[src/hw/rtl/tqv_pkg.sv]
package tqv_pkg;

   // Defaults for the top level parameters
   localparam int unsigned DEF_MAX_COUNT       = 256;
   localparam int unsigned DEF_SINE_TABLE_BITS = 10;

   // Field widths
   localparam int unsigned IDX_W      = 8;   // request index
   localparam int unsigned IDXP_W     = 9;   // index plus one
   localparam int unsigned CNT_W      = 9;   // ring / side count
   localparam int unsigned RAD_W      = 16;  // radii, Q8.8
   localparam int unsigned TRIG_W     = 16;  // sine / cosine, Q1.14
   localparam int unsigned TEX_W      = 17;  // texture, Q0.16 with 1.0
   localparam int unsigned POS_W      = 18;  // position, Q9.8 signed
   localparam int unsigned CSR_IDX_W  = 4;
   localparam int unsigned CSR_DATA_W = 16;

   // Quotient of index * 2^17 / count; tex and phase both derive from it
   localparam int unsigned TEX_SHIFT = 17;
   localparam int unsigned DIV_K     = TEX_SHIFT + IDXP_W + CNT_W;
   localparam int unsigned RECIP_W   = DIV_K + 1;
   localparam int unsigned PROD_W    = IDXP_W + RECIP_W;
   localparam int unsigned QUO_SH    = DIV_K - TEX_SHIFT;
   localparam int unsigned QUO_W     = PROD_W - QUO_SH;
   localparam int unsigned TEX_ONE   = 65536;
   localparam int unsigned RND_SH    = 14;

   // Item queue between front and back
   localparam int unsigned Q_DEPTH = 2;

   // Slots of an entry: ring i, ring i+1, side j, side j+1
   localparam int unsigned SEL_RING_LO = 0;
   localparam int unsigned SEL_RING_HI = 1;
   localparam int unsigned SEL_SIDE_LO = 2;
   localparam int unsigned SEL_SIDE_HI = 3;

   typedef enum logic [CSR_IDX_W-1:0] {
      CSR_INNER_RADIUS = 4'd0,
      CSR_OUTER_RADIUS = 4'd1,
      CSR_RING_COUNT   = 4'd2,
      CSR_SIDE_COUNT   = 4'd3
   } csr_reg_type;

   typedef struct packed {
      logic [CNT_W-1:0] ring_count;
      logic [CNT_W-1:0] side_count;
      logic [CNT_W-1:0] ring_eff;
      logic [CNT_W-1:0] side_eff;
   } tqv_cfg_type;

   typedef struct packed {
      logic               busy;
      logic [RECIP_W-1:0] ring_m;
      logic [RECIP_W-1:0] side_m;
   } tqv_recip_type;

   typedef struct packed {
      logic [3:0][TRIG_W-1:0] sin_v;
      logic [3:0][TRIG_W-1:0] cos_v;
      logic [3:0][TEX_W-1:0]  tex_v;
      logic                   err;
   } tqv_entry_type;

   // sin(pi/2 * r / 2^qbits) in Q1.14, odd polynomial in Q30
   function automatic logic [14:0] quarter_sine_fn(input int unsigned r,
                                                   input int unsigned qbits);
      longint unsigned q;
      longint unsigned q2;
      longint unsigned s;
      longint unsigned res;
      begin
         q   = longint'(r) << (30 - qbits);
         q2  = (q * q) >> 30;
         s   = 64'd172272;
         s   = 64'd5026995 - ((q2 * s) >> 30);
         s   = 64'd85569306 - ((q2 * s) >> 30);
         s   = 64'd693598668 - ((q2 * s) >> 30);
         s   = 64'd1686629713 - ((q2 * s) >> 30);
         res = (q * s) >> 30;
         res = (res + 64'd32768) >> 16;
         if (res > 64'd16384) begin
            res = 64'd16384;
         end
         return res[14:0];
      end
   endfunction

endpackage

[src/hw/rtl/tqv_recip.sv]
module tqv_recip (
   input  logic                        clock,
   input  logic                        reset,
   input  logic                        load,
   input  logic [tqv_pkg::CNT_W-1:0]   count,
   output logic [tqv_pkg::RECIP_W-1:0] recip,
   output logic                        busy
);
   import tqv_pkg::*;

   localparam int unsigned CNT_BITS = $clog2(RECIP_W + 1);

   logic [RECIP_W-1:0]  num_ff;
   logic [CNT_W-1:0]    rem_ff;
   logic [CNT_BITS-1:0] iter_ff;
   logic                busy_ff;
   logic [CNT_W:0]      rem_wide;
   logic [CNT_W:0]      rem_sub;
   logic                fits;

   // One quotient bit a cycle: ceil(2^K / count)
   always_comb begin
      rem_wide = {rem_ff, num_ff[RECIP_W-1]};
      fits     = rem_wide >= {1'b0, count};
      rem_sub  = rem_wide - {1'b0, count};
   end

   always_ff @(posedge clock) begin
      if (reset) begin
         busy_ff <= 1'b0;
         iter_ff <= '0;
      end else if (load) begin
         num_ff  <= (RECIP_W'(1) << DIV_K) + RECIP_W'(count) - RECIP_W'(1);
         rem_ff  <= '0;
         iter_ff <= CNT_BITS'(RECIP_W);
         busy_ff <= 1'b1;
      end else if (busy_ff) begin
         num_ff  <= {num_ff[RECIP_W-2:0], fits};
         rem_ff  <= fits ? rem_sub[CNT_W-1:0] : rem_wide[CNT_W-1:0];
         iter_ff <= iter_ff - CNT_BITS'(1);
         if (iter_ff == CNT_BITS'(1)) begin
            busy_ff <= 1'b0;
         end
      end
   end

   assign recip = num_ff;
   assign busy  = busy_ff;

endmodule

[config.mk]
export PLATFORM = sky130hd
export DESIGN_NAME = tqv_recip
export DESIGN_NICKNAME = d
export VERILOG_FILES = /design/src/hw/rtl/tqv_pkg.sv /design/src/hw/rtl/tqv_recip.sv
export SDC_FILE = /design/constraint.sdc
export NUM_CORES = 1
export LEC_CHECK = 0
export BUFFER_PORTS_ARGS = -buffer_cell sky130_fd_sc_hd__buf_4
export CELL_PAD_IN_SITES_DETAIL_PLACEMENT = 2
export CELL_PAD_IN_SITES_GLOBAL_PLACEMENT = 2
export CORE_AREA = 2 2 91 93
export DETAILED_ROUTE_END_ITERATION = 6
export DIE_AREA = 0 0 93 95
export PLACE_DENSITY = 0.86
export SYNTH_ARGS = -nofsm -noshare
export SYNTH_HDL_FRONTEND = slang
export SYNTH_SLANG_ARGS = --single-unit
[constraint.sdc]
create_clock -name clock -period 3.59 [get_ports clock]
set_input_delay 0.718 -clock clock [delete_from_list [all_inputs] [get_ports clock]]
set_output_delay 0.718 -clock clock [all_outputs]
set_load 0.02 [all_outputs]
=== Yosys cells after proc, flatten, opt, wreduce, memory -nomap -nowiden ===
Cells that the tools add are included.

* Equality and inequality tests: 1
* Magnitude comparators: 1
* Muxes and demuxes: 9
* Add/sub/neg operators: 4
* Reduce and logical (&&, ||, !) cells: 3
* Bitwise gates (word level): 1

{| class="wikitable"
|+ Operator list
! kind !! number
|-
| $mux W36 || 2
|-
| $add A36 B9 Y36 const A || 1
|-
| $sub A36 B1 Y36 const B || 1
|-
| $mux W9 || 2
|-
| $mux W6 || 2
|-
| $ge A10 B9 Y1 || 1
|-
| $sub A9 B9 Y9 || 1
|-
| $eq A6 B1 Y1 const B || 1
|-
| $sub A6 B1 Y6 const B || 1
|-
| $mux W1 || 3
|-
| $reduce_and A2 Y1 || 1
|-
| $reduce_bool A2 Y1 || 1
|-
| $reduce_or A2 Y1 || 1
|-
| $not A1 Y1 || 1
|}

* Word-level logic and storage cells: 24
* Output and inout bits: 37
* Input bits: 12
* Register bits: 52

=== Longest topological paths before layout ===
* Depth in word-level cells: 4
* Mapped depth: 9

=== Worst setup path after synthesis ===
Ideal clock, no wire load.

* Kind: input to register
* Start point: input load
* End point: register num_ff[0] (netlist: recip[0]), enable pin
* Data required time: 3141 ps
* Data arrival time: 2913 ps
* Slack: 228 ps
* Cell stages on the path: 3
* Library setup time: 449 ps
* Buffers on the path: 1
* Cell sequence: clkbuf_1 > nor2_1 > nor2_1

* Longest elaborated chain between the ends: 2

{| class="wikitable"
|+ RTL lines
! item !! line !! text
|-
| start, declared || tqv_recip.sv:4 || <nowiki>input logic load,</nowiki>
|-
| $reduce_bool A2 Y1 (no source line) || -- ||
|-
| $reduce_and A2 Y1 (no source line) || -- ||
|-
| end signal, assigned || tqv_recip.sv:33 || <nowiki>num_ff <= (RECIP_W'(1) << DIV_K) + RECIP_W'(count) - RECIP_W'(1);</nowiki>
|-
| end signal, assigned || tqv_recip.sv:38 || <nowiki>num_ff <= {num_ff[RECIP_W-2:0], fits};</nowiki>
|-
| end, declared || tqv_recip.sv:13 || <nowiki>logic [RECIP_W-1:0] num_ff;</nowiki>
|}

Every way passes these cells.
A chain may end at the register's enable or synchronous reset.

=== Final worst setup path ===
* Start point: register num_ff[35] (netlist: recip[35])
* End point: register rem_ff[4] (data pin)

* Longest elaborated chain between the ends: 3
* Elaborated cells on any way between the ends: 4
* Those cells by class: add/sub (1); order compare (1); mux (2)

{| class="wikitable"
|+ RTL lines
! item !! line !! text
|-
| $sub A9 B9 Y9 / $ge A10 B9 Y1 (equally long branches) || tqv_recip.sv:25, tqv_recip.sv:24 ||
|-
| $mux W9 * || tqv_recip.sv:39 || <nowiki>rem_ff <= fits ? rem_sub[CNT_W-1:0] : rem_wide[CNT_W-1:0];</nowiki>
|-
| $mux W9 * || tqv_recip.sv:37 || <nowiki>end else if (busy_ff) begin</nowiki>
|-
| end signal, assigned || tqv_recip.sv:39 ||
|-
| end, declared || tqv_recip.sv:14 || <nowiki>logic [CNT_W-1:0] rem_ff;</nowiki>
|}

Mark *: on every way between the ends. The rest lies on a longest branch, timed or not. The select of a mux whose other input is x is not followed.

==> impl_results.md <==
- Outcome: finished, final reports clean
- Sequential area share after synthesis: 55.1%
- Setup TNS: 0 ns
- # placed instances: 406
- Critical Path End Type: register
- CTS Hold Bufs: 0
- Startpoint type of the worst setup path: register
- Io pins: 49
- Async SR Flop Fraction: 0%
- H-Tree Depth: 2
- Crit Path Class: reg2reg
- PortBufs: 48
- Slew headroom: 55.8%
- Ant diodes: 0
- Avg Inst Size Synth: 10.4 µm²
- Synth warn: 0
- First-pass GRT wire length: 12.3 mm
- Clk root buf: clkbuf_8
- Final hold viol count: 0
- Chip height: 95 µm
- Yosys cell types: 41
- Worst Path Max Fanout: 8
- Synth Register Bits: 52
- Syn Nets: 286
- Clock skew: 0.00468 ns
- Vias post-DR: 2,086
- Largest net degree at the start of global routing: 64
- CTS max path bufs: 2
- Hold Crit Class: reg2reg
- TritonRoute pass-1 iters: 4
- Final ANT Viol Nets: 0
- RSZ-0062 raised after global routing: false
- Share of layout cells above drive strength 1: 20.7%
- Ys flop type: edfxtp_1
- Power Density: roughly 430 mW/mm²
- Max frequency: 365 MHz
- Hpwl dp: 5.61 mm
- Vias/cell: 5.04
- Top cell type's share of synthesized area: 49.9%
- Min cycle time layout: 2.74 ns
- Worst Path Required: 3.63 ns
- Clock sinks: 52
- Die extent in x: about 93 µm
- Final setup viols: 0
- Routed Wire Length: 7.55 mm
- Instance count of the mapped netlist: 260
- Post-cts sizing count: 0
- MaxCap Viol Count: 0
- Post-Syn Area: 0.00271 mm²
- Leakage: 1.39 nW
- GRT Total Usage: 18.3%
- Post-route insts no fill: ~410
- Post-synth top area cell: edfxtp_1
- Clk_lat worst skew: 0.31 ns
- Routed wire per std cell: around 18 µm
- Initial Utilization: between 30% and 40%
- FF/Latch Area: 0.00149 mm²
- CTS Buf Count: 5
- Worst VDD drop: between 0.15 and 0.2 mV
- Nets@finish: 334
- Top cells by area, synth: edfxtp_1, ha_1, inv_1
- Die area: just under 0.009 mm²
- GP Congestion: 0.815
- Layout fillers: 880
- Layout area overhead: 20.9%
- Finished Core Util: between 40 and 50%
- Design Power: between 1 and 1.5 mW
- Drt drc: 0
- Worst slew pin tran: between 0.6 and 0.7 ns
- Max Transition Viols Final: 0
- Clk pin slew, worst setup/hold paths: ~0.10 ns
- Remaining global-route overflow: 0
- Number of global-route vias before repair: 2,321
- Core outline area: 0.00793 mm²
- Number of synthesized flops with an enable pin: 45
- Worst EP arrival: 2.78 ns
- Starting DRC count in detailed routing: 86
- Multi-input logic area: 0.00104 mm²
- Setup Fix Bufs, Post-CTS: 0
- CTS tree: yes
- Period utilization: 76.4%
- Initial antenna violation count: 0
- FP Rows: 33
Yosys cell counts, types with 2 or more instances:
library cell   n
a21o_1         3
nand2b_1       3
xnor2_1       10
clkbuf_1       8
ha_1          13
mux2i_1        5
nor3_1         9
a211oi_1       2
o21bai_1       2
inv_1         42
nor2_1        26
a21oi_1       12
o21ai_0       29
xor2_1         3
nand2_1       11
a31oi_1        2
edfxtp_1      45
dfxtp_1        7
nand3_1        6
sequential cells by signal (all words and copies together), names as in the netlist:
register	cells
iter_ff	6
rem_ff	9
recip	36
busy	1
placed cells by master, fill, tap and decap left out, types with 9 or more instances in the layout:
cell type and instances:
nor3_1 9, ha_1 13, nor2_1 25, edfxtp_1 45
o21ai_0 29, buf_4 49, xnor2_1 10, a21oi_1 12
nand2_1 11, inv_1 42
per-layer routing:
layer | vias to the layer above | part of all wire [%] | GRT usage (%)
met5 | - | 0 | 0
met4 | 0 | 0.97 | 4.04
met2 | 36 | 53 | 34.5
met3 | 7 | 2.7 | 2.79
met1 | 1045 | 44 | 21.9
li1 | 998 | - | -
worst max-delay path, stage by stage, from the launching register on:
cell and delay (ns):
edfxtp_1 0.48, inv_1 0.09, ha_1 0.15, inv_1 0.06
fa_1 0.40, a21o_1 0.20, a221oi_2 0.43, o211ai_2 0.31
mux2i_1 0.26, nor2_1 0.09
where the power goes:
part / switching [mW] / total, mW / internal (mW)
clock network: 0.217 / 0.357 / 0.139
logic: 0.182 / 0.301 / 0.119
registers: 0.0291 / 0.738 / 0.709
total: 0.428 / 1.40 / 0.967
cells by family (layout without fill, tap and decap cells):
| group | after synthesis | in the layout | share of synthesized area, % |
|---|---|---|---|
| flops | 52 | 52 | 55.1 |
| fa+ha+maj | 14 | 14 | 6.75 |
| compound gates | 61 | 61 | 13.7 |
| mux | 5 | 5 | 1.85 |
| buf+inv | 50 | 99 | 6.93 |
| xor+xnor | 13 | 13 | 4.21 |
| simple gates | 65 | 65 | 11.5 |
path summary, 6_finish.rpt:
| kind | startpoint | to | slack (ns) | cells after the start |
|---|---|---|---|---|
| worst max-delay path | recip[35] | rem_ff[4] | 0.85 | 9 |
| worst min-delay path | iter_ff[1] | iter_ff[1] | 0.50 | 2 |
| worst max register to register | recip[35] | rem_ff[4] | 0.85 | 9 |
| worst min register to register | iter_ff[1] | iter_ff[1] | 0.50 | 2 |
cell type report:
| class | count | share of cell area (%) |
|---|---|---|
| Sequential cell | 52 | 45.5 |
| Multi-Input combinational cell | 158 | 31.6 |
| Timing Repair Buffer | 49 | 11.2 |
| Inverter | 42 | 4.81 |
| Tap cell | 105 | 4.01 |
| Clock buffer | 5 | 2.10 |
| Clock inverter | 3 | 0.650 |
through the flow:
stage                     instance area, µm²  setup slack [ns]  hold slack [ns]
after floorplan                         2710             0.228            0.464
after CTS                               3270             0.853            0.511
after global routing                    3270             0.711            0.542
final                                   3270             0.847            0.499
after global placement                  3180             0.768            0.479
after detailed placement                3180             0.640            0.495
No activity file was read; power rests on OpenSTA's default activity.
