`config.mk`:
```
export PLATFORM = sky130hd
export DESIGN_NAME = tqv_back
export DESIGN_NICKNAME = d
export VERILOG_FILES = /design/src/hw/rtl/tqv_pkg.sv /design/src/hw/rtl/tqv_back.sv
export SDC_FILE = /design/constraint.sdc
export NUM_CORES = 2
export LEC_CHECK = 0
export ABC_AREA = 1
export BUFFER_PORTS_ARGS = -buffer_cell sky130_fd_sc_hd__buf_2
export CAP_MARGIN = 0
export CORE_MARGIN = 3
export CORE_UTILIZATION = 55
export DETAILED_ROUTE_END_ITERATION = 6
export MAX_ROUTING_LAYER = met4
export PLACE_DENSITY = 0.7
export RECOVER_POWER = 25
export SYNTH_ARGS = -nofsm -noshare
export SYNTH_HDL_FRONTEND = slang
export SYNTH_SLANG_ARGS = --single-unit
```
`constraint.sdc`:
```
create_clock -name clock -period 24.4 [get_ports clock]
set_clock_uncertainty 0.2 [all_clocks]
set_input_delay 4.88 -clock clock [delete_from_list [all_inputs] [get_ports clock]]
set_output_delay 4.88 -clock clock [all_outputs]
set_load 0.01 [all_outputs]
```
`src/hw/rtl/tqv_pkg.sv`:
```
package tqv_pkg;

   // Defaults for the top level parameters
   localparam int unsigned DEF_MAX_COUNT       = 256;
   localparam int unsigned DEF_SINE_TABLE_BITS = 10;

   // Field widths
   localparam int unsigned IDX_W      = 8;   // request index
   localparam int unsigned IDXP_W     = 9;   // index plus one
   localparam int unsigned CNT_W      = 9;   // ring / side count
   localparam int unsigned RAD_W      = 16;  // radii, Q8.8
   localparam int unsigned TRIG_W     = 16;  // sine / cosine, Q1.14
   localparam int unsigned TEX_W      = 17;  // texture, Q0.16 with 1.0
   localparam int unsigned POS_W      = 18;  // position, Q9.8 signed
   localparam int unsigned CSR_IDX_W  = 4;
   localparam int unsigned CSR_DATA_W = 16;

   // Quotient of index * 2^17 / count; tex and phase both derive from it
   localparam int unsigned TEX_SHIFT = 17;
   localparam int unsigned DIV_K     = TEX_SHIFT + IDXP_W + CNT_W;
   localparam int unsigned RECIP_W   = DIV_K + 1;
   localparam int unsigned PROD_W    = IDXP_W + RECIP_W;
   localparam int unsigned QUO_SH    = DIV_K - TEX_SHIFT;
   localparam int unsigned QUO_W     = PROD_W - QUO_SH;
   localparam int unsigned TEX_ONE   = 65536;
   localparam int unsigned RND_SH    = 14;

   // Item queue between front and back
   localparam int unsigned Q_DEPTH = 2;

   // Slots of an entry: ring i, ring i+1, side j, side j+1
   localparam int unsigned SEL_RING_LO = 0;
   localparam int unsigned SEL_RING_HI = 1;
   localparam int unsigned SEL_SIDE_LO = 2;
   localparam int unsigned SEL_SIDE_HI = 3;

   typedef enum logic [CSR_IDX_W-1:0] {
      CSR_INNER_RADIUS = 4'd0,
      CSR_OUTER_RADIUS = 4'd1,
      CSR_RING_COUNT   = 4'd2,
      CSR_SIDE_COUNT   = 4'd3
   } csr_reg_type;

   typedef struct packed {
      logic [CNT_W-1:0] ring_count;
      logic [CNT_W-1:0] side_count;
      logic [CNT_W-1:0] ring_eff;
      logic [CNT_W-1:0] side_eff;
   } tqv_cfg_type;

   typedef struct packed {
      logic               busy;
      logic [RECIP_W-1:0] ring_m;
      logic [RECIP_W-1:0] side_m;
   } tqv_recip_type;

   typedef struct packed {
      logic [3:0][TRIG_W-1:0] sin_v;
      logic [3:0][TRIG_W-1:0] cos_v;
      logic [3:0][TEX_W-1:0]  tex_v;
      logic                   err;
   } tqv_entry_type;

   // sin(pi/2 * r / 2^qbits) in Q1.14, odd polynomial in Q30
   function automatic logic [14:0] quarter_sine_fn(input int unsigned r,
                                                   input int unsigned qbits);
      longint unsigned q;
      longint unsigned q2;
      longint unsigned s;
      longint unsigned res;
      begin
         q   = longint'(r) << (30 - qbits);
         q2  = (q * q) >> 30;
         s   = 64'd172272;
         s   = 64'd5026995 - ((q2 * s) >> 30);
         s   = 64'd85569306 - ((q2 * s) >> 30);
         s   = 64'd693598668 - ((q2 * s) >> 30);
         s   = 64'd1686629713 - ((q2 * s) >> 30);
         res = (q * s) >> 30;
         res = (res + 64'd32768) >> 16;
         if (res > 64'd16384) begin
            res = 64'd16384;
         end
         return res[14:0];
      end
   endfunction

endpackage

```
`src/hw/rtl/tqv_back.sv`:
```
module tqv_back (
   input  logic                             clock,
   input  logic                             reset,
   input  logic                             q_valid,
   input  tqv_pkg::tqv_entry_type           q_entry,
   output logic                             pop,
   input  logic [tqv_pkg::RAD_W-1:0]        inner_radius,
   input  logic [tqv_pkg::RAD_W-1:0]        outer_radius,
   output logic                             strobe,
   output logic [1:0]                       vertex_slot,
   output logic                             last_vertex,
   output logic signed [tqv_pkg::POS_W-1:0] pos_x,
   output logic signed [tqv_pkg::POS_W-1:0] pos_y,
   output logic signed [tqv_pkg::POS_W-1:0] pos_z,
   output logic signed [tqv_pkg::TRIG_W-1:0] norm_x,
   output logic signed [tqv_pkg::TRIG_W-1:0] norm_y,
   output logic signed [tqv_pkg::TRIG_W-1:0] norm_z,
   output logic [tqv_pkg::TEX_W-1:0]        tex_u,
   output logic [tqv_pkg::TEX_W-1:0]        tex_v,
   output logic                             range_error
);
   import tqv_pkg::*;

   localparam int unsigned RP_W = RAD_W + TRIG_W + 1;   // radius times trig
   localparam int unsigned NP_W = 2 * TRIG_W;           // trig times trig
   localparam int unsigned D_W  = 19;                   // R + r*cos p
   localparam int unsigned DP_W = TRIG_W + D_W;         // trig times d
   localparam int          HALF = 1 << (RND_SH - 1);

   tqv_entry_type ent_ff;
   logic          act_ff;
   logic [1:0]    slot_ff;

   logic [1:0] ring_sel;
   logic [1:0] u_sel;
   logic [1:0] side_sel;

   logic signed [TRIG_W-1:0] sin_t;
   logic signed [TRIG_W-1:0] cos_t;
   logic signed [TRIG_W-1:0] sin_p;
   logic signed [TRIG_W-1:0] cos_p;

   // stage one
   logic                     p1_valid_ff;
   logic [1:0]               p1_slot_ff;
   logic                     p1_err_ff;
   logic [TEX_W-1:0]         p1_u_ff;
   logic [TEX_W-1:0]         p1_v_ff;
   logic signed [TRIG_W-1:0] p1_sin_t_ff;
   logic signed [TRIG_W-1:0] p1_cos_t_ff;
   logic signed [TRIG_W-1:0] p1_sin_p_ff;
   logic signed [RP_W-1:0]   p1_rc_ff;
   logic signed [RP_W-1:0]   p1_rs_ff;
   logic signed [NP_W-1:0]   p1_nx_ff;
   logic signed [NP_W-1:0]   p1_ny_ff;

   // stage two
   logic                     p2_valid_ff;
   logic [1:0]               p2_slot_ff;
   logic                     p2_err_ff;
   logic [TEX_W-1:0]         p2_u_ff;
   logic [TEX_W-1:0]         p2_v_ff;
   logic signed [TRIG_W-1:0] p2_sin_t_ff;
   logic signed [TRIG_W-1:0] p2_cos_t_ff;
   logic signed [D_W-1:0]    p2_d_ff;
   logic signed [POS_W-1:0]  p2_pz_ff;
   logic signed [TRIG_W-1:0] p2_nx_ff;
   logic signed [TRIG_W-1:0] p2_ny_ff;
   logic signed [TRIG_W-1:0] p2_nz_ff;

   // output stage
   logic                     out_valid_ff;
   logic [1:0]               out_slot_ff;
   logic                     out_err_ff;
   logic [TEX_W-1:0]         out_u_ff;
   logic [TEX_W-1:0]         out_v_ff;
   logic signed [POS_W-1:0]  out_px_ff;
   logic signed [POS_W-1:0]  out_py_ff;
   logic signed [POS_W-1:0]  out_pz_ff;
   logic signed [TRIG_W-1:0] out_nx_ff;
   logic signed [TRIG_W-1:0] out_ny_ff;
   logic signed [TRIG_W-1:0] out_nz_ff;

   logic signed [RP_W-1:0] rc_rnd;
   logic signed [RP_W-1:0] rs_rnd;
   logic signed [NP_W-1:0] nx_rnd;
   logic signed [NP_W-1:0] ny_rnd;
   logic signed [D_W:0]    d_sum;
   logic signed [DP_W-1:0] px_prod;
   logic signed [DP_W-1:0] py_prod;
   logic signed [DP_W-1:0] px_rnd;
   logic signed [DP_W-1:0] py_rnd;

   // Take the next item as the current one issues its last corner
   assign pop = q_valid && (!act_ff || slot_ff == 2'd3);

   always_ff @(posedge clock) begin
      if (reset) begin
         act_ff  <= 1'b0;
         slot_ff <= '0;
      end else if (pop) begin
         act_ff  <= 1'b1;
         slot_ff <= '0;
      end else if (act_ff) begin
         slot_ff <= slot_ff + 2'd1;
         if (slot_ff == 2'd3) begin
            act_ff <= 1'b0;
         end
      end
      if (pop) begin
         ent_ff <= q_entry;
      end
   end

   // Corner order: (i+1,j) (i,j) (i,j+1) (i+1,j+1); u crosswise to the ring
   always_comb begin
      ring_sel = (slot_ff == 2'd0 || slot_ff == 2'd3) ? 2'(SEL_RING_HI) : 2'(SEL_RING_LO);
      u_sel    = (slot_ff == 2'd0 || slot_ff == 2'd3) ? 2'(SEL_RING_LO) : 2'(SEL_RING_HI);
      side_sel = slot_ff[1] ? 2'(SEL_SIDE_HI) : 2'(SEL_SIDE_LO);
      sin_t    = $signed(ent_ff.sin_v[ring_sel]);
      cos_t    = $signed(ent_ff.cos_v[ring_sel]);
      sin_p    = $signed(ent_ff.sin_v[side_sel]);
      cos_p    = $signed(ent_ff.cos_v[side_sel]);
   end

   // Stage one: radius and normal products
   always_ff @(posedge clock) begin
      if (reset) begin
         p1_valid_ff <= 1'b0;
      end else begin
         p1_valid_ff <= act_ff;
      end
      p1_slot_ff  <= slot_ff;
      p1_err_ff   <= ent_ff.err;
      p1_u_ff     <= ent_ff.tex_v[u_sel];
      p1_v_ff     <= ent_ff.tex_v[side_sel];
      p1_sin_t_ff <= sin_t;
      p1_cos_t_ff <= cos_t;
      p1_sin_p_ff <= sin_p;
      p1_rc_ff    <= $signed({1'b0, inner_radius}) * RP_W'(cos_p);
      p1_rs_ff    <= $signed({1'b0, inner_radius}) * RP_W'(sin_p);
      p1_nx_ff    <= NP_W'(cos_t) * NP_W'(cos_p);
      p1_ny_ff    <= -(NP_W'(sin_t) * NP_W'(cos_p));
   end

   // Stage two: round, and form the distance from the axis
   always_comb begin
      rc_rnd = (p1_rc_ff + RP_W'(HALF)) >>> RND_SH;
      rs_rnd = (p1_rs_ff + RP_W'(HALF)) >>> RND_SH;
      nx_rnd = (p1_nx_ff + NP_W'(HALF)) >>> RND_SH;
      ny_rnd = (p1_ny_ff + NP_W'(HALF)) >>> RND_SH;
      d_sum  = $signed({{(D_W + 1 - RAD_W){1'b0}}, outer_radius}) + rc_rnd[D_W:0];
   end

   always_ff @(posedge clock) begin
      if (reset) begin
         p2_valid_ff <= 1'b0;
      end else begin
         p2_valid_ff <= p1_valid_ff;
      end
      p2_slot_ff  <= p1_slot_ff;
      p2_err_ff   <= p1_err_ff;
      p2_u_ff     <= p1_u_ff;
      p2_v_ff     <= p1_v_ff;
      p2_sin_t_ff <= p1_sin_t_ff;
      p2_cos_t_ff <= p1_cos_t_ff;
      p2_d_ff     <= d_sum[D_W-1:0];
      p2_pz_ff    <= rs_rnd[POS_W-1:0];
      p2_nx_ff    <= nx_rnd[TRIG_W-1:0];
      p2_ny_ff    <= ny_rnd[TRIG_W-1:0];
      p2_nz_ff    <= p1_sin_p_ff;
   end

   // Stage three: position x and y
   always_comb begin
      px_prod = DP_W'(p2_cos_t_ff) * DP_W'(p2_d_ff);
      py_prod = -(DP_W'(p2_sin_t_ff) * DP_W'(p2_d_ff));
      px_rnd  = (px_prod + DP_W'(HALF)) >>> RND_SH;
      py_rnd  = (py_prod + DP_W'(HALF)) >>> RND_SH;
   end

   always_ff @(posedge clock) begin
      if (reset) begin
         out_valid_ff <= 1'b0;
      end else begin
         out_valid_ff <= p2_valid_ff;
      end
      out_slot_ff <= p2_slot_ff;
      out_err_ff  <= p2_err_ff;
      out_u_ff    <= p2_u_ff;
      out_v_ff    <= p2_v_ff;
      out_px_ff   <= px_rnd[POS_W-1:0];
      out_py_ff   <= py_rnd[POS_W-1:0];
      out_pz_ff   <= p2_pz_ff;
      out_nx_ff   <= p2_nx_ff;
      out_ny_ff   <= p2_ny_ff;
      out_nz_ff   <= p2_nz_ff;
   end

   assign strobe      = out_valid_ff;
   assign vertex_slot = out_slot_ff;
   assign last_vertex = out_slot_ff == 2'd3;
   assign pos_x       = out_px_ff;
   assign pos_y       = out_py_ff;
   assign pos_z       = out_pz_ff;
   assign norm_x      = out_nx_ff;
   assign norm_y      = out_ny_ff;
   assign norm_z      = out_nz_ff;
   assign tex_u       = out_u_ff;
   assign tex_v       = out_v_ff;
   assign range_error = out_err_ff;

endmodule

```
# ---- Word-level counts from Yosys, hierarchy flattened
# Index checks and enable logic that the tools add are counted.
# W data, S select, Z words.
dict set report op_classes {
  eq_ne 2
  reduce_logical 6
  mux 18
  multipliers 6
  order_cmp 3
  add_sub_neg 10
}
# operator count
set ops {}
lappend ops {{$bmux W16 S2} 4}
lappend ops {{$add A32 B15 Y32 const B} 3}
lappend ops {{$bmux W17 S2} 2}
lappend ops {{$mul A16 B19 Y32} 2}
lappend ops {{$mux W16} 4}
lappend ops {{$add A30 B15 Y30 const B} 2}
lappend ops {{$mul A16 B16 Y30} 2}
lappend ops {{$mux W17} 2}
lappend ops {{$add A33 B15 Y33 const B} 1}
lappend ops {{$mul A17 B16 Y33} 1}
lappend ops {{$mul A17 B16 Y32} 1}
lappend ops {{$neg A32 Y32} 1}
lappend ops {{$neg A30 Y30} 1}
lappend ops {{$add A17 B19 Y19} 1}
lappend ops {{$lt A1 B3 Y1 const B} 2}
lappend ops {{$mux W1} 6}
lappend ops {{$eq A2 B2 Y1 const B} 2}
lappend ops {{$lt A2 B3 Y1 const B} 1}
lappend ops {{$add A2 B1 Y2 const B} 1}
lappend ops {{$logic_not A2 Y1} 1}
lappend ops {{$logic_or A1 B1 Y1} 2}
lappend ops {{$reduce_or A2 Y1} 1}
lappend ops {{$logic_and A1 B1 Y1} 1}
lappend ops {{$logic_not A1 Y1} 1}
dict set report totals {
  input_bits 232
  out_inout_bits 142
  regBits 706
  wordCells 95
}

# ---- Logic depth before layout (Yosys ltp)
dict set report logic_depth {
  depth_word 7
  mapped_depth 33
  ltp_nobuf 30
}

# ---- Worst setup path before layout
# OpenSTA, ideal clock, no wires.
dict set report synth_path {
  path_type {input to output}
  from {input port q_valid}
  to {output port pop}
  n_path_buf 0
  cell_stages 2
  slack_ns 6.170
  arrival_ns 13.150
  required_time_ns 19.320
  cell_sequence {inv_1 nor2_1}
}
dict set report synth_via {
  elab_chain_cells 1
}
# element line
set synth_lines {}
lappend synth_lines {{start: declaration} tqv_back.sv:4} ;# input logic q_valid,
lappend synth_lines {{$logic_and A1 B1 Y1} tqv_back.sv:95} ;# assign pop = q_valid && (!act_ff || slot_ff == 2'd3);
lappend synth_lines {{end: declaration} tqv_back.sv:6} ;# output logic pop,
# Every way passes these cells.

# ---- Worst setup path in the final report
# Ends and elaborated chain as after synthesis.

==> run summary <==
outcome = finished with violations
failing checks = max-capacitance violations, max-slew violations
synth warn = 0
share of the synthesized area in the top cell type = 36.80%
CORE AREA = 140200 sq um
chip width = 382.6 um
I/O pins = 374
pin count of the biggest net entering global routing = 75
critical path type = input port to primary output
CP Launch Type = input port
worst reg2reg endpoint = p1_ny_ff[29]$_DFF_P_
R2R depth = 26
crit path max fanout = 58
Std-Cell Rows = 137
vias in the first global route = 64410
hold depth = 0
die area = 146400 sq um
TritonCTS clock tree = yes
drt initial violations = 4205
first-pass GRT wire length = 344600 um
Synthesized Nets = 11340
DRC = 0
CP Data Arrival Time = 5.98 ns
Hold Violations, Final = 0
drt first pass iters = 6
drt via density = 5.281
layout cells sized above 1 = 7.546%
Avg WL per Cell = 19.00 um
Max Cap Violations = 1
Synth area leaders = fa_1 37%, dfxtp_1 12%, inv_1 11%, ha_1 9.7%, nand2_1 9.5%
Resize count post-CTS = 0
root buffer cell = clkbuf_16
WL final = 214100 um
ANT nets after route = 0
Post-CTS Setup Inserts = 0
leading cell type in the layout, fill and taps excluded = inv_1
FF+latch count, synth = 654
register area share after synthesis = 19.31%
Vias = 59520
RSZ-0062 raised after global routing = no
Sink Count = 654
GPL Wtd Cong = 0.9724
clock slew at reported path FFs = 0.06 ns
R2R Path Start = slot_ff[1]$_SDFFE_PP0P_
Final period util = 45.33%
Mapped Area = 78020 sq um
final setup vio count = 0
most frequent cells in the layout = 2254 x inv_1, 1975 x nand2_1, 1434 x fa_1
crit end category = primary output
EDFF count, synth = 197
Initial Util = 55.64%
Critical Path RT = 19.32 ns
cell taking the most area after synthesis = fa_1
relative slew slack = -29.04%
Slew @ Worst Pin = 1.936 ns
die height = 382.6 um
Cell Count, Final, Fillers Out = 11270
IO Port Bufs = 373
total CTS buffers = 73
hold endpoint = p2_cos_t_ff[5]$_DFF_P_
Cells after Synth = 9070
Fin Hold WS = 0.1157 ns
fmax = 90.42 MHz
grt ovf = 0
setup_tns = 0 ns
fin. max-slew vios = 39
antenna violations before repair = 30
P&R area growth vs syn = 7.948%
Clock Latency Late Sink = 0.71 ns
min-delay worst type = flop to flop
Post-CTS Hold Buffers = 0
Max Buffers Root-to-Sink = 3
Post-synth ARST share = 0%
Synth cell types = 51
Post-Syn Area per Cell = 8.602 sq um
Final nets = 11580
DP Cell Count = 11110
reg2reg setup slack = 14.08 ns
post-route minimum period = 11.06 ns
HP Start = p1_cos_t_ff[5]$_DFF_P_
ys flop type = dfxtp_1
CTS H-Tree Depth = 3
Total GRT Usage = 31.23%
Post-DP HPWL = 169300 um
fin util = 60.06%
Fillers = 12480
==> cell type report <==
cell class	count	area, sq um	share of cell area (%)
Multi-Input combinational cell	5851	53200	63.17
Antenna cell	27	67.56	0.08022
Clock buffer	96	2047	2.431
Tap cell	1876	2347	2.787
Timing Repair Buffer	440	2362	2.805
Clock inverter	40	526.8	0.6255
Sequential cell	654	15070	17.90
Inverter	2288	8596	10.21
==> flip-flops by register name, summed over array words and instances, names as in the netlist, 17 cells and up <==
register	cells
ent_ff	197
p1_nx_ff	17
p1_ny_ff	17
p1_rc_ff	20
p1_rs_ff	19
p1_u_ff	17
p1_v_ff	17
p2_d_ff	19
p2_pz_ff	18
p2_u_ff	17
p2_v_ff	17
pos_x	18
pos_y	18
pos_z	18
tex_u	17
tex_v	17
==> critical path, cell delays in order <==
cell	delay, ns
buf_2	0.09
inv_1	0.06
nor2_4	0.09
buf_4	0.58
buf_2	0.26
==> kinds of logic after synthesis <==
kind of cell	after synthesis	share of synthesized area [%]
and+or+nand+nor	3169	16.13
buffers and inverters	2565	12.53
adders and majority gates	2040	46.51
DFF	654	19.31
AOI/OAI and AO/OA	449	3.299
xor gates and xnor gates	176	1.976
muxes	17	0.2454
==> synth_stat cells, types with 5 or more instances <==
| cell type | number |
|---|---|
| inv_1 | 2254 |
| nand2_1 | 1975 |
| fa_1 | 1434 |
| nor2_1 | 845 |
| ha_1 | 606 |
| dfxtp_1 | 457 |
| edfxtp_1 | 197 |
| a21oi_1 | 194 |
| clkbuf_1 | 167 |
| nand3_1 | 165 |
| xor2_1 | 124 |
| o21ai_0 | 122 |
| buf_2 | 66 |
| xnor2_1 | 52 |
| nor3_1 | 45 |
| or2_2 | 40 |
| buf_1 | 34 |
| nand4_1 | 29 |
| a21o_1 | 27 |
| o21ai_2 | 27 |
| o21bai_1 | 25 |
| inv_2 | 18 |
| mux2_2 | 17 |
| nand2_2 | 16 |
| nand3b_1 | 16 |
| a31oi_1 | 15 |
| clkinv_1 | 14 |
| nor4_1 | 10 |
| o21ai_1 | 10 |
| a21boi_0 | 9 |
| o211ai_1 | 8 |
| or2_1 | 8 |
| buf_6 | 6 |
| o21a_1 | 5 |
==> metrics by stage <==
stage               setup WS [ns]  instance area [sq um]
floorplan                   6.170                  78020
global placement            13.32                  81610
detailed placement          13.31                  81610
CTS                         13.31                  84180
global route                13.24                  84210
finish                      13.34                  84220
==> worst max path at each step <==
stage	from	to	slack, ns	cells after the start
6_report	q_valid	pop	13.34	5
2_1_floorplan	q_valid	pop	6.17	2
3_3_place_gp	q_valid	pop	13.32	5
3_5_place_dp	q_valid	pop	13.31	5
5_1_grt	q_valid	pop	13.24	5
4_1_cts	q_valid	pop	13.31	5
==> layer usage <==
metal	vias up	global-route usage, %	part of all wire, %
met5	-	-	0
met4	0	12.45	4.3
met3	602	6.455	9.3
met2	2611	51.20	48
met1	29370	37.89	38
li1	26940	-	-
Power is left out: the tool's default activity adds up to more than one toggle a clock period on the data nets, which glitch-free logic cannot reach.
