[config.mk]
export PLATFORM = sky130hd
export DESIGN_NAME = tqv_queue
export DESIGN_NICKNAME = d
export VERILOG_FILES = /design/src/hw/rtl/tqv_pkg.sv /design/src/hw/rtl/tqv_queue.sv
export SDC_FILE = /design/constraint.sdc
export NUM_CORES = 1
export LEC_CHECK = 0
export BUFFER_PORTS_ARGS = -buffer_cell sky130_fd_sc_hd__buf_2
export CAP_MARGIN = 30
export CORE_MARGIN = 4
export CORE_UTILIZATION = 45
export DETAILED_ROUTE_END_ITERATION = 10
export PLACE_DENSITY_LB_ADDON = 0.1
export SLEW_MARGIN = 20
export SYNTH_ARGS = -nofsm -noshare
export SYNTH_HDL_FRONTEND = slang
export SYNTH_SLANG_ARGS = --single-unit
[constraint.sdc]
create_clock -name clock -period 12.2 [get_ports clock]
set_input_delay 0 -clock clock [delete_from_list [all_inputs] [get_ports clock]]
set_output_delay 0 -clock clock [all_outputs]
set_load 0.02 [all_outputs]
[src/hw/rtl/tqv_pkg.sv]
package tqv_pkg;

   // Defaults for the top level parameters
   localparam int unsigned DEF_MAX_COUNT       = 256;
   localparam int unsigned DEF_SINE_TABLE_BITS = 10;

   // Field widths
   localparam int unsigned IDX_W      = 8;   // request index
   localparam int unsigned IDXP_W     = 9;   // index plus one
   localparam int unsigned CNT_W      = 9;   // ring / side count
   localparam int unsigned RAD_W      = 16;  // radii, Q8.8
   localparam int unsigned TRIG_W     = 16;  // sine / cosine, Q1.14
   localparam int unsigned TEX_W      = 17;  // texture, Q0.16 with 1.0
   localparam int unsigned POS_W      = 18;  // position, Q9.8 signed
   localparam int unsigned CSR_IDX_W  = 4;
   localparam int unsigned CSR_DATA_W = 16;

   // Quotient of index * 2^17 / count; tex and phase both derive from it
   localparam int unsigned TEX_SHIFT = 17;
   localparam int unsigned DIV_K     = TEX_SHIFT + IDXP_W + CNT_W;
   localparam int unsigned RECIP_W   = DIV_K + 1;
   localparam int unsigned PROD_W    = IDXP_W + RECIP_W;
   localparam int unsigned QUO_SH    = DIV_K - TEX_SHIFT;
   localparam int unsigned QUO_W     = PROD_W - QUO_SH;
   localparam int unsigned TEX_ONE   = 65536;
   localparam int unsigned RND_SH    = 14;

   // Item queue between front and back
   localparam int unsigned Q_DEPTH = 2;

   // Slots of an entry: ring i, ring i+1, side j, side j+1
   localparam int unsigned SEL_RING_LO = 0;
   localparam int unsigned SEL_RING_HI = 1;
   localparam int unsigned SEL_SIDE_LO = 2;
   localparam int unsigned SEL_SIDE_HI = 3;

   typedef enum logic [CSR_IDX_W-1:0] {
      CSR_INNER_RADIUS = 4'd0,
      CSR_OUTER_RADIUS = 4'd1,
      CSR_RING_COUNT   = 4'd2,
      CSR_SIDE_COUNT   = 4'd3
   } csr_reg_type;

   typedef struct packed {
      logic [CNT_W-1:0] ring_count;
      logic [CNT_W-1:0] side_count;
      logic [CNT_W-1:0] ring_eff;
      logic [CNT_W-1:0] side_eff;
   } tqv_cfg_type;

   typedef struct packed {
      logic               busy;
      logic [RECIP_W-1:0] ring_m;
      logic [RECIP_W-1:0] side_m;
   } tqv_recip_type;

   typedef struct packed {
      logic [3:0][TRIG_W-1:0] sin_v;
      logic [3:0][TRIG_W-1:0] cos_v;
      logic [3:0][TEX_W-1:0]  tex_v;
      logic                   err;
   } tqv_entry_type;

   // sin(pi/2 * r / 2^qbits) in Q1.14, odd polynomial in Q30
   function automatic logic [14:0] quarter_sine_fn(input int unsigned r,
                                                   input int unsigned qbits);
      longint unsigned q;
      longint unsigned q2;
      longint unsigned s;
      longint unsigned res;
      begin
         q   = longint'(r) << (30 - qbits);
         q2  = (q * q) >> 30;
         s   = 64'd172272;
         s   = 64'd5026995 - ((q2 * s) >> 30);
         s   = 64'd85569306 - ((q2 * s) >> 30);
         s   = 64'd693598668 - ((q2 * s) >> 30);
         s   = 64'd1686629713 - ((q2 * s) >> 30);
         res = (q * s) >> 30;
         res = (res + 64'd32768) >> 16;
         if (res > 64'd16384) begin
            res = 64'd16384;
         end
         return res[14:0];
      end
   endfunction

endpackage

[src/hw/rtl/tqv_queue.sv]
module tqv_queue (
   input  logic                   clock,
   input  logic                   reset,
   input  logic                   push,
   input  tqv_pkg::tqv_entry_type push_entry,
   input  logic                   pop,
   output logic                   not_empty,
   output tqv_pkg::tqv_entry_type head
);
   import tqv_pkg::*;

   localparam int unsigned PTR_W = $clog2(Q_DEPTH);
   localparam int unsigned CNT_W_Q = $clog2(Q_DEPTH + 1);

   tqv_entry_type       mem_ff [Q_DEPTH];
   logic [PTR_W-1:0]    wr_ff;
   logic [PTR_W-1:0]    rd_ff;
   logic [CNT_W_Q-1:0]  fill_ff;

   // Ring buffer; the front's credits keep it from overflowing
   always_ff @(posedge clock) begin
      if (reset) begin
         wr_ff   <= '0;
         rd_ff   <= '0;
         fill_ff <= '0;
      end else begin
         if (push) begin
            wr_ff <= (wr_ff == PTR_W'(Q_DEPTH - 1)) ? '0 : wr_ff + PTR_W'(1);
         end
         if (pop) begin
            rd_ff <= (rd_ff == PTR_W'(Q_DEPTH - 1)) ? '0 : rd_ff + PTR_W'(1);
         end
         fill_ff <= fill_ff + CNT_W_Q'(push) - CNT_W_Q'(pop);
      end
      if (push) begin
         mem_ff[wr_ff] <= push_entry;
      end
   end

   assign not_empty = fill_ff != '0;
   assign head      = mem_ff[rd_ff];

endmodule

== After elaboration in Yosys (flattened, before gate mapping) ==
Memory sizes are Yosys's and may differ from the RTL's. A register that Yosys moved wholly into a read port is not among the register bits.
Index checks and enable logic that the tools add are counted.
Operators by class
  shifts and indexed selects: 0
  mux-type cells: 6
  reduce and logical (&&, ||, !) cells: 1
  multiply operators: 0
  equal/unequal tests: 0
  bitwise logic cells: 0
  order comparisons: 0
  div/mod/pow operators: 0
  add/subtract/negate cells: 4
Operators by type and width (number)
  $mux W1: 6
  $add A1 B1 Y1 const B: 2
  $add A2 B1 Y2: 1
  $reduce_bool A2 Y1: 1
  $sub A2 B1 Y2: 1
Word-level totals
  bits in latches: 0
  output and inout port bits: 198
  bits in read-only memories: 0
  bits in writable memories: 394
  logic and storage cells: 15
  register bits: 4
  memories kept: 1
  input bits: 201
Memories
  mem_ff: depth 2, bits a word 197, read ports 1, clocked after memory_dff 1, write ports 1, line tqv_queue.sv:15  | tqv_entry_type mem_ff [Q_DEPTH];

== Longest topological paths before layout ==
Gate-level depths: netlist (run 1).
  depth after elaboration: 4
  depth in mapped cells: 6

== Least setup slack after synthesis (run 1) ==
Ideal clock, no wire load.
  path kind: register -> register
  start: reg wr_ff
  end: mem mem_ff[0][0] (netlist name), enable pin
  cell stages (with the launch flop): 2
  data arrival time: 9.016 ns
  required time: 11.419 ns
  setup slack: 2.403 ns
  path buffers: 0
  setup time: 0.781 ns
  cell sequence: dfxtp_1 nor2b_1
RTL lines
  from (decl): line tqv_queue.sv:16  | logic [PTR_W-1:0] wr_ff;
  from (signal assigned): line tqv_queue.sv:28  | wr_ff <= (wr_ff == PTR_W'(Q_DEPTH - 1)) ? '0 : wr_ff + PTR_W'(1);
  to (decl): line tqv_queue.sv:15
Straight into the memory's write port.

==> impl_metrics.ini, run 1 <==
[route]
vias = 8200
wire_per_inst_um = 18.88
drt_pass1_iterations = 4
drtAntennaViolNets = 0
viasPerCell = 4.710
drc = 0
drt-total-wl_mm = 32.87
drt_iter0_markers = 322

[floorplanning]
row_count = 66
fp.dieH_um = 190.3
die_w_um = 190.3
coreArea_mm2 = 0.03270
initial_core_util = 0.4575
io_pins = 399
die_area_mm2 = 0.03623

[sta]
rsz0062_at_grt = no
post-route-period-util = 0.2505
max_slew_margin = 0.4777
setup_tns_ns = 0
hold_violations = 0
setup_violations = 0
drv_slew = 0
clock-skew-final_ns = 0.008049
max_freq_mhz = 327.2
fin_crit_ns = 3.056
setup_ws_ns = 9.144
worst_slew_pin_slew_ns = 0.7835

[critical_path]
arrival_ns = 3.06
required_ns = 12.20
cp-start-kind = register
critPathMaxFanout = 39
endpoint_kind = output port
rr_startpoint = wr_ff
worstSetupPathType = register to output port

[layout]
layout_common_cells = 398 x buf_2, 394 x edfxtp_1, 201 x dlygate4sd3_1
layout.nets = 1472
area_growth_pct = 39.09
mostFrequentLayoutCell = buf_2
fillers = 2413
final_area_mm2 = 0.02081
layout.cells.non_filler = 1741
drive_gt1_frac = 0.5154
fin_util = 0.6363

[min_path]
hold_path.startpoint = push_entry[102]
hold_path.class = input pin to register

[cts]
path_clk_slew_ns = 0.06
cts_buffers = 43
cts_hold_buf = 201
cts.sinks = 399
htree_num_levels = 2
clk_latency_ns = 0.52
post_cts_resized = 0
post_cts_buffers = 0
tritoncts = yes
cts-root-buf = clkbuf_16
clockBufferDepth = 3

[pwr]
p_leak_nw = 8.171
p_per_area_mw_per_mm2 = 157.9
irDropWorstVdd_mv = 0.1202

[synth]
avgSynthCellArea_um2 = 23.63
synth.distinct_cells = 14
ys_seq_elements = 399
yosys_warnings = 0
yosysSeqAreaShare = 0.7975
synth_top_area_frac = 0.7908
yosysTopAreaCell = edfxtp_1
syn_area_mm2 = 0.01496
synth_area_leaders = edfxtp_1 79%, mux2_4 13%, mux2_2 5.0%, buf_6 1.2%, dfxtp_1 0.67%
synth_nets = 836
synthCells = 633

[global_route]
antenna_found_initial = 1
grt_overflow_total = 0
grt_pass1_wl_mm = 49.23
grt_max_degree = 70
grt_usage = 0.1750
grt_pass1_vias = 8784

[place]
portBuffers = 398
gp_congestion = 0.7163
dp_hpwl_mm = 21.68
placed_area_mm2 = 0.01749
post-place-ws_ns = 9.309
placedCellCount = 1464

[outcome]
status = complete, no violations

[flow_run]
max-cap-violations = 0
-- flip-flops by register name (all words and copies together), names as in the netlist, named ones only --
signal   flops
fill_ff      2
mem_ff     394
rd_ff        1
wr_ff        1
-- synth_stat cells --
cell type / count
mux2_2: 67
buf_6: 16
xnor2_1: 2
and2_1: 1
or2_2: 1
edfxtp_1: 394
mux2_4: 130
xnor3_1: 1
dfxtp_1: 5
inv_1: 2
nor2_1: 4
nor2b_1: 2
buf_2: 6
ha_1: 2
-- final timing paths --
kind,to,slack [ns],depth (start not counted)
min reg2reg,rd_ff,0.53,2
max reg2reg,mem_ff[1][80],9.52,4
min,mem_ff[0][102],0.21,2
max,head[0],9.14,4
-- through the flow --
step	hold slack, ns	total power [mW]
finish	0.2066	3.286
global route	0.1991	3.415
detailed placement	0.1909	2.088
CTS	0.1749	3.325
global placement	0.1870	2.078
floorplan	0.07161	1.952
-- power breakdown --
part	internal [mW]	switching (mW)	leakage [nW]	total [mW]
Combinational	0.228	0.253	3.80	0.482
Sequential	1.60	0.0240	3.74	1.63
Clock	0.690	0.488	0.629	1.18
-- per-layer routing --
metal / routed length, um / global-route usage
met1: 12720 / 0.2141
met2: 16580 / 0.3035
met3: 2899 / 0.05419
met4: 672 / 0.04641
met5: 0 / 0
-- kinds of logic after synthesis --
kind of cell | synth area share
xor+xnor | 0.002676
mux | 0.1809
fa+ha+maj | 0.001672
flops | 0.7975
buf+inv | 0.01455
simple gates | 0.002676
-- layout make-up --
type	instances	area (um2)	area share
Inverter	2	7.507	0.0003608
Clock buffer	54	1160	0.05574
Sequential cell	399	11940	0.5736
Timing Repair Buffer	613	4209	0.2023
Antenna cell	1	2.502	0.0001203
Tap cell	442	553.0	0.02658
Clock inverter	20	120.1	0.005772
Multi-Input combinational cell	210	2821	0.1356
-- worst max-delay path, stage by stage (launching register included) --
cell and delay (ns):
dfxtp_4 0.68, buf_4 0.53, buf_4 0.66, mux2_2 0.41, buf_2 0.16
Power figures use the tool's default switching activity.
==> run 2: changes to the inputs <==
==> constraint.sdc (replaced) <==
create_clock -name clock -period 2.87 [get_ports clock]
set_input_delay 0 -clock clock [delete_from_list [all_inputs] [get_ports clock]]
set_output_delay 0 -clock clock [all_outputs]
set_load 0.02 [all_outputs]
==> run 2 against run 1 <==
  * First-iteration DRC count rose by 1.6%
  * Wire length rose by 0.42%
  * Die area stayed put
  * Hold slack got worse by 0.0035 ns
==> impl_metrics.ini, run 2 (synthesis gave the netlist of run 1 again) <==
[layout]
layout_common_cells = 398 x buf_2, 394 x edfxtp_1, 201 x dlygate4sd3_1
reg_top3 = mem_ff x394, fill_ff x2
area_growth_pct = 40.41
layout.nets = 1482
layout.cells.non_filler = 1755
mostFrequentLayoutCell = buf_2
drive_gt1_frac = 0.5202
largest_reg_flops = 394
top_register = mem_ff
fillers = 2372

[place]
dp_hpwl_mm = 21.65
placedCellCount = 1475
gp_congestion = 0.7535
portBuffers = 398
post-place-ws_ns = 1.038

[critical_path]
arrival_ns = 2.31
worstSetupPathType = register to output port
endpoint_kind = output port
cpPeakStageDelay_ns = 0.77
critPathMaxFanout = 37
required_ns = 2.87
cp-start-kind = register
cp_slowest_cell = dfxtp_4
crit_chain = buf_4, mux2_2, buf_2

[cts]
cts-root-buf = clkbuf_16
clk_latency_ns = 0.52
cts_buffers = 43
tritoncts = yes
cts.sinks = 399
htree_num_levels = 2
path_clk_slew_ns = 0.06
clockBufferDepth = 3

[pwr]
p_per_area_mw_per_mm2 = 676.8
power_mw = 14.22
irDropWorstVdd_mv = 0.5448
p_leak_nw = 8.266

[global_route]
grt_overflow_total = 0
grt_pass1_wl_mm = 49.57
antenna_found_initial = 1
grt_pass1_vias = 8899
grt_usage = 0.1763
grt_max_degree = 43

[sta]
worst_slew_pin_slew_ns = 0.8354
fin_crit_ns = 2.308
whs_ns = 0.2031
rsz0062_at_grt = no
post-route-period-util = 0.8043
setup_ws_ns = 0.5616
drv_slew = 0
hold_violations = 0
setup_violations = 0
max_slew_margin = 0.4419
clock-skew-final_ns = 0.009086
max_freq_mhz = 433.2

[outcome]
status = complete, no violations

[route]
viasPerCell = 4.689
drt-total-wl_mm = 33.01
wire_per_inst_um = 18.81
drc = 0
drt_iter0_markers = 327
vias = 8229
drtAntennaViolNets = 0
drt_pass1_iterations = 4

[floorplanning]
coreArea_mm2 = 0.03270
initial_core_util = 0.4575
row_count = 66
fp.dieH_um = 190.3
die_area_mm2 = 0.03623
die_w_um = 190.3
io_pins = 399

[min_path]
hold_path.class = input pin to register

[flow_run]
max-cap-violations = 0
run 2: changes by cell type in the layout (fill, tap and decap cells not counted), sizes merged:
cell	change
diode	+1
buf	+10
clkbuf	+3
bufinv	+2
clkinv	-2
run 2: what timing repair did:
item | in CTS | in global routing
hold endpoints to repair | 399 | 0
hold buffers | 201 | 0
setup buffers | 0 | 0
gates resized for setup | 0 | 0
run 2: worst max-delay path: cells and delay by family, from the launching register on:
family,cells,cell delay [ns]
buffers and inverters,2,0.61
muxes,1,0.38
DFF,1,0.77
run 2: stage by stage:
step,util,TNS (ns),area [um2]
3_5_place_dp,0.5394,0,17640
5_1_grt,0.6423,0,21000
6_report,0.6424,0,21010
4_1_cts,0.6422,0,21000
2_1_floorplan,-,-227.56,14970
3_3_place_gp,0.5394,0,17640
run 2: final cells by class:
class	count	area, um2	share of cell area
antenna	2	5.005	0.0002383
clock buffer	57	1181	0.05623
clock inverter	20	167.7	0.007981
inverter	2	7.507	0.0003574
multi-input combinational	210	2821	0.1343
sequential	399	11940	0.5682
tap	442	553.0	0.02633
timing repair buffer	623	4334	0.2063
run 2: path summary, 6_finish.rpt:
path / startpoint / endpoint / slack, ns / cells past startpoint
min reg2reg: rd_ff / rd_ff / 0.51 / 2
max reg2reg: wr_ff / mem_ff[1][163] / 1.14 / 2
max: register / head[196] / 0.56 / 3
min: push_entry[33] / mem_ff[0][33] / 0.20 / 2
run 2: power by group:
part	switching, mW	total (mW)	internal (mW)
registers	0.106	6.91	6.81
clock network	2.08	5.23	3.15
logic	1.08	2.08	0.996
run 2: routing by layer:
metal / share of wire / vias up / global-route usage
li1: - / 3819 / -
met1: 0.38 / 4045 / 0.2072
met2: 0.51 / 307 / 0.3083
met3: 0.078 / 58 / 0.05474
met4: 0.031 / 0 / 0.05994
met5: 0 / - / 0
==> run 3: changes to the inputs <==
--- a/config.mk
+++ b/config.mk
@@ -5,6 +5,7 @@
 export SDC_FILE = /design/constraint.sdc
 export NUM_CORES = 1
 export LEC_CHECK = 0
+export ABC_AREA = 1
 export BUFFER_PORTS_ARGS = -buffer_cell sky130_fd_sc_hd__buf_2
 export CAP_MARGIN = 30
 export CORE_MARGIN = 4
==> constraint.sdc (replaced) <==
create_clock -name clock -period 2.1 [get_ports clock]
set_input_delay 0 -clock clock [delete_from_list [all_inputs] [get_ports clock]]
set_output_delay 0 -clock clock [all_outputs]
set_load 0.02 [all_outputs]
==> run 3 against run 2 <==
  * Clock skew is 0.0027 ns higher
  * Register-to-register slack worse by 0.46 ns
  * Design area is 0.89% lower
  * Sequential share of layout area is 0.51 points higher
  * Sequential cell count stayed put
  * Non-clock buffer count is 13 lower
  * Global-route usage is 0.77 points lower
  * Area after synthesis hardly changed
  * Core utilization is 0.57 points lower
  * First-iteration DRC count is 25% higher
  * Largest cell class unchanged
==> impl_metrics.ini, run 3 <==
[outcome]
status = complete, no violations

[sta]
setup_violations = 0
clock-skew-final_ns = 0.01180
fin_crit_ns = 1.975
max_slew_margin = 0.5759
worst_slew_pin_slew_ns = 0.6362
hold_violations = 0
rsz0062_at_grt = no
post-route-period-util = 0.9406
whs_ns = 0.1989
max_freq_mhz = 506.3
drv_slew = 0

[pwr]
irDropWorstVdd_mv = 0.9971
p_leak_nw = 8.167
p_per_area_mw_per_mm2 = 909.7
p_int_mw = 14.64
p_seq_frac = 0.493
pwr-share-comb = 0.139
power_mw = 18.94
switchingPower_mw = 4.304
clockPowerShare = 0.368
switching_share = 0.2273

[synth]
synth_top_family_by_area = multiplexers
yosys_warnings = 0
avgSynthCellArea_um2 = 23.28
synth_compound_area_frac = 0.0003344
yosysMostFrequentCell = edfxtp_1
ys.flop_type = edfxtp_1
synthAdderAreaFrac = 0.001672
yosysSeqAreaShare = 0.7971
synth_area_leaders = edfxtp_1 79%, mux2_4 13%, mux2_2 5.0%, buf_6 1.2%, dfxtp_1 0.67%
synth_xor_area_frac = 0.0005851
synth_top_area_frac = 0.7904
async_flop_share = 0
synth_commonest_cells = 394 x edfxtp_1, 130 x mux2_4, 67 x mux2_2, 16 x buf_6, 8 x inv_1
synth_edf_count = 394
syn_area_mm2 = 0.01497
synth_simple_gate_area_share = 0.003427
synthCells = 643
synth_nets = 846
yosysTopAreaCell = edfxtp_1
synth.distinct_cells = 14
synth.area.mux_share = 0.1808
ys_seq_elements = 399

[critical_path]
rr_startpoint = wr_ff
reg2reg_depth = 2
cpPeakStageDelay_ns = 0.43
crit_chain = buf_12, mux2_2, buf_2
reg2reg_to = mem_ff[0][77]
arrival_ns = 1.98
critPathMaxFanout = 78
endpoint_kind = output port
cp_slowest_cell = buf_12
required_ns = 2.10
cp-start-kind = register
r2r_setup_slack_ns = 0.68
worstSetupPathType = register to output port

[cts]
post_cts_buffers = 0
clockBufferDepth = 3
clk_latency_ns = 0.51
cts_hold_buf = 201
tritoncts = yes
cts-root-buf = clkbuf_16
htree_num_levels = 2
path_clk_slew_ns = 0.06
post_cts_resized = 0
cts.sinks = 399
cts_buffers = 43

[min_path]
min_path_cells = 2
min_to = mem_ff[1][42]
hold_path.class = input pin to register
hold_path.startpoint = push_entry[42]

[global_route]
grt_pass1_wl_mm = 47.73
grt_usage = 0.1686
grt_pass1_vias = 8619
grt_max_degree = 105
antenna_found_initial = 2
grt_overflow_total = 0

[layout]
layout_common_cells = 398 x buf_2, 394 x edfxtp_1, 201 x dlygate4sd3_1
layout.nets = 1479
mostFrequentLayoutCell = buf_2
area_growth_pct = 39.10
largest_reg_flops = 394
drive_gt1_frac = 0.5073
top_register = mem_ff
reg_top3 = mem_ff x394, fill_ff x2

[route]
viasPerCell = 4.655
drt_iter0_markers = 408
drc = 0
drtAntennaViolNets = 0
drt_pass1_iterations = 4
drt-total-wl_mm = 31.65
vias = 8156
wire_per_inst_um = 18.06

[flow_run]
max-cap-violations = 0

[place]
dp_hpwl_mm = 20.07
portBuffers = 398
gp_congestion = 0.7109

[floorplanning]
fp.dieH_um = 190.4
initial_core_util = 0.4577
io_pins = 399
coreArea_mm2 = 0.03270
row_count = 66
die_w_um = 190.4
die_area_mm2 = 0.03624
## run 3: cell count changes after synthesis
| cell | delta |
|---|---|
| and2_1 | -1 |
| a21oi_1 | +1 |
| nand2_1 | +5 |
| xnor2_1 | -1 |
| nor2b_1 | -2 |
| nor3_1 | +1 |
| xnor3_1 | -1 |
| inv_1 | +6 |
| nor2_1 | +2 |
| nand3_1 | +1 |
| or2_2 | -1 |
## run 3: layer usage
layer	share of wire	up-vias	GRT usage
li1	-	3819	-
met1	0.40	4007	0.2082
met2	0.50	277	0.2877
met3	0.075	53	0.05053
met4	0.025	0	0.05249
met5	0	-	0
## run 3: logic make-up after synthesis
family / Yosys count
and+or+nand+nor: 13
DFF: 399
AOI/OAI and AO/OA: 1
muxes: 197
buffers and inverters: 30
adders and majority gates: 2
xor gates and xnor gates: 1
## run 3: how the worst max path moves through the flow
stage / slack, ns / from / to
final: 0.12 / register / head[195]
after global routing: 0.04 / register / head[195]
after CTS: 0.09 / register / head[54]
after detailed placement: 0.66 / register / head[187]
after global placement: 0.66 / register / head[51]
after floorplan: -1.63 / wr_ff / mem_ff[1][0]
## run 3: cell type report
class                           count  area (um2)
Inverter                            8       33.78
Sequential cell                   399       11940
Clock inverter                     18       133.9
Fill cell                        2420       11880
Clock buffer                       58        1175
Timing Repair Buffer              610        4174
Antenna cell                        3       7.507
Multi-Input combinational cell    214        2806
Tap cell                          442       553.0
## run 3: power groups by stage
stage                     registers, mW  clock network, mW  logic (mW)
after CTS                          9.33               7.18        2.68
after global routing               9.36               7.52        2.81
after global placement             9.48                  0        2.36
after detailed placement           9.50                  0        2.36
final                              9.33               6.97        2.64
after floorplan                    9.51                  0        1.56
## run 3: metrics by stage
stage	util	instances	TNS (ns)	setup WS, ns	instance area, um2
floorplan	-	643	-626.51	-1.631	14980
global placement	0.5349	1472	0	0.6640	17490
detailed placement	0.5349	1472	0	0.6603	17490
CTS	0.6364	1749	0	0.09040	20810
global route	0.6366	1751	0	0.04111	20820
finish	0.6367	1752	0	0.1247	20820
## run 3: critical path, delay by kind of cell, from the launching register on
family	cells	cell delay [ns]
multiplexers	1	0.41
flip-flops	1	0.39
buffers and inverters	2	0.59
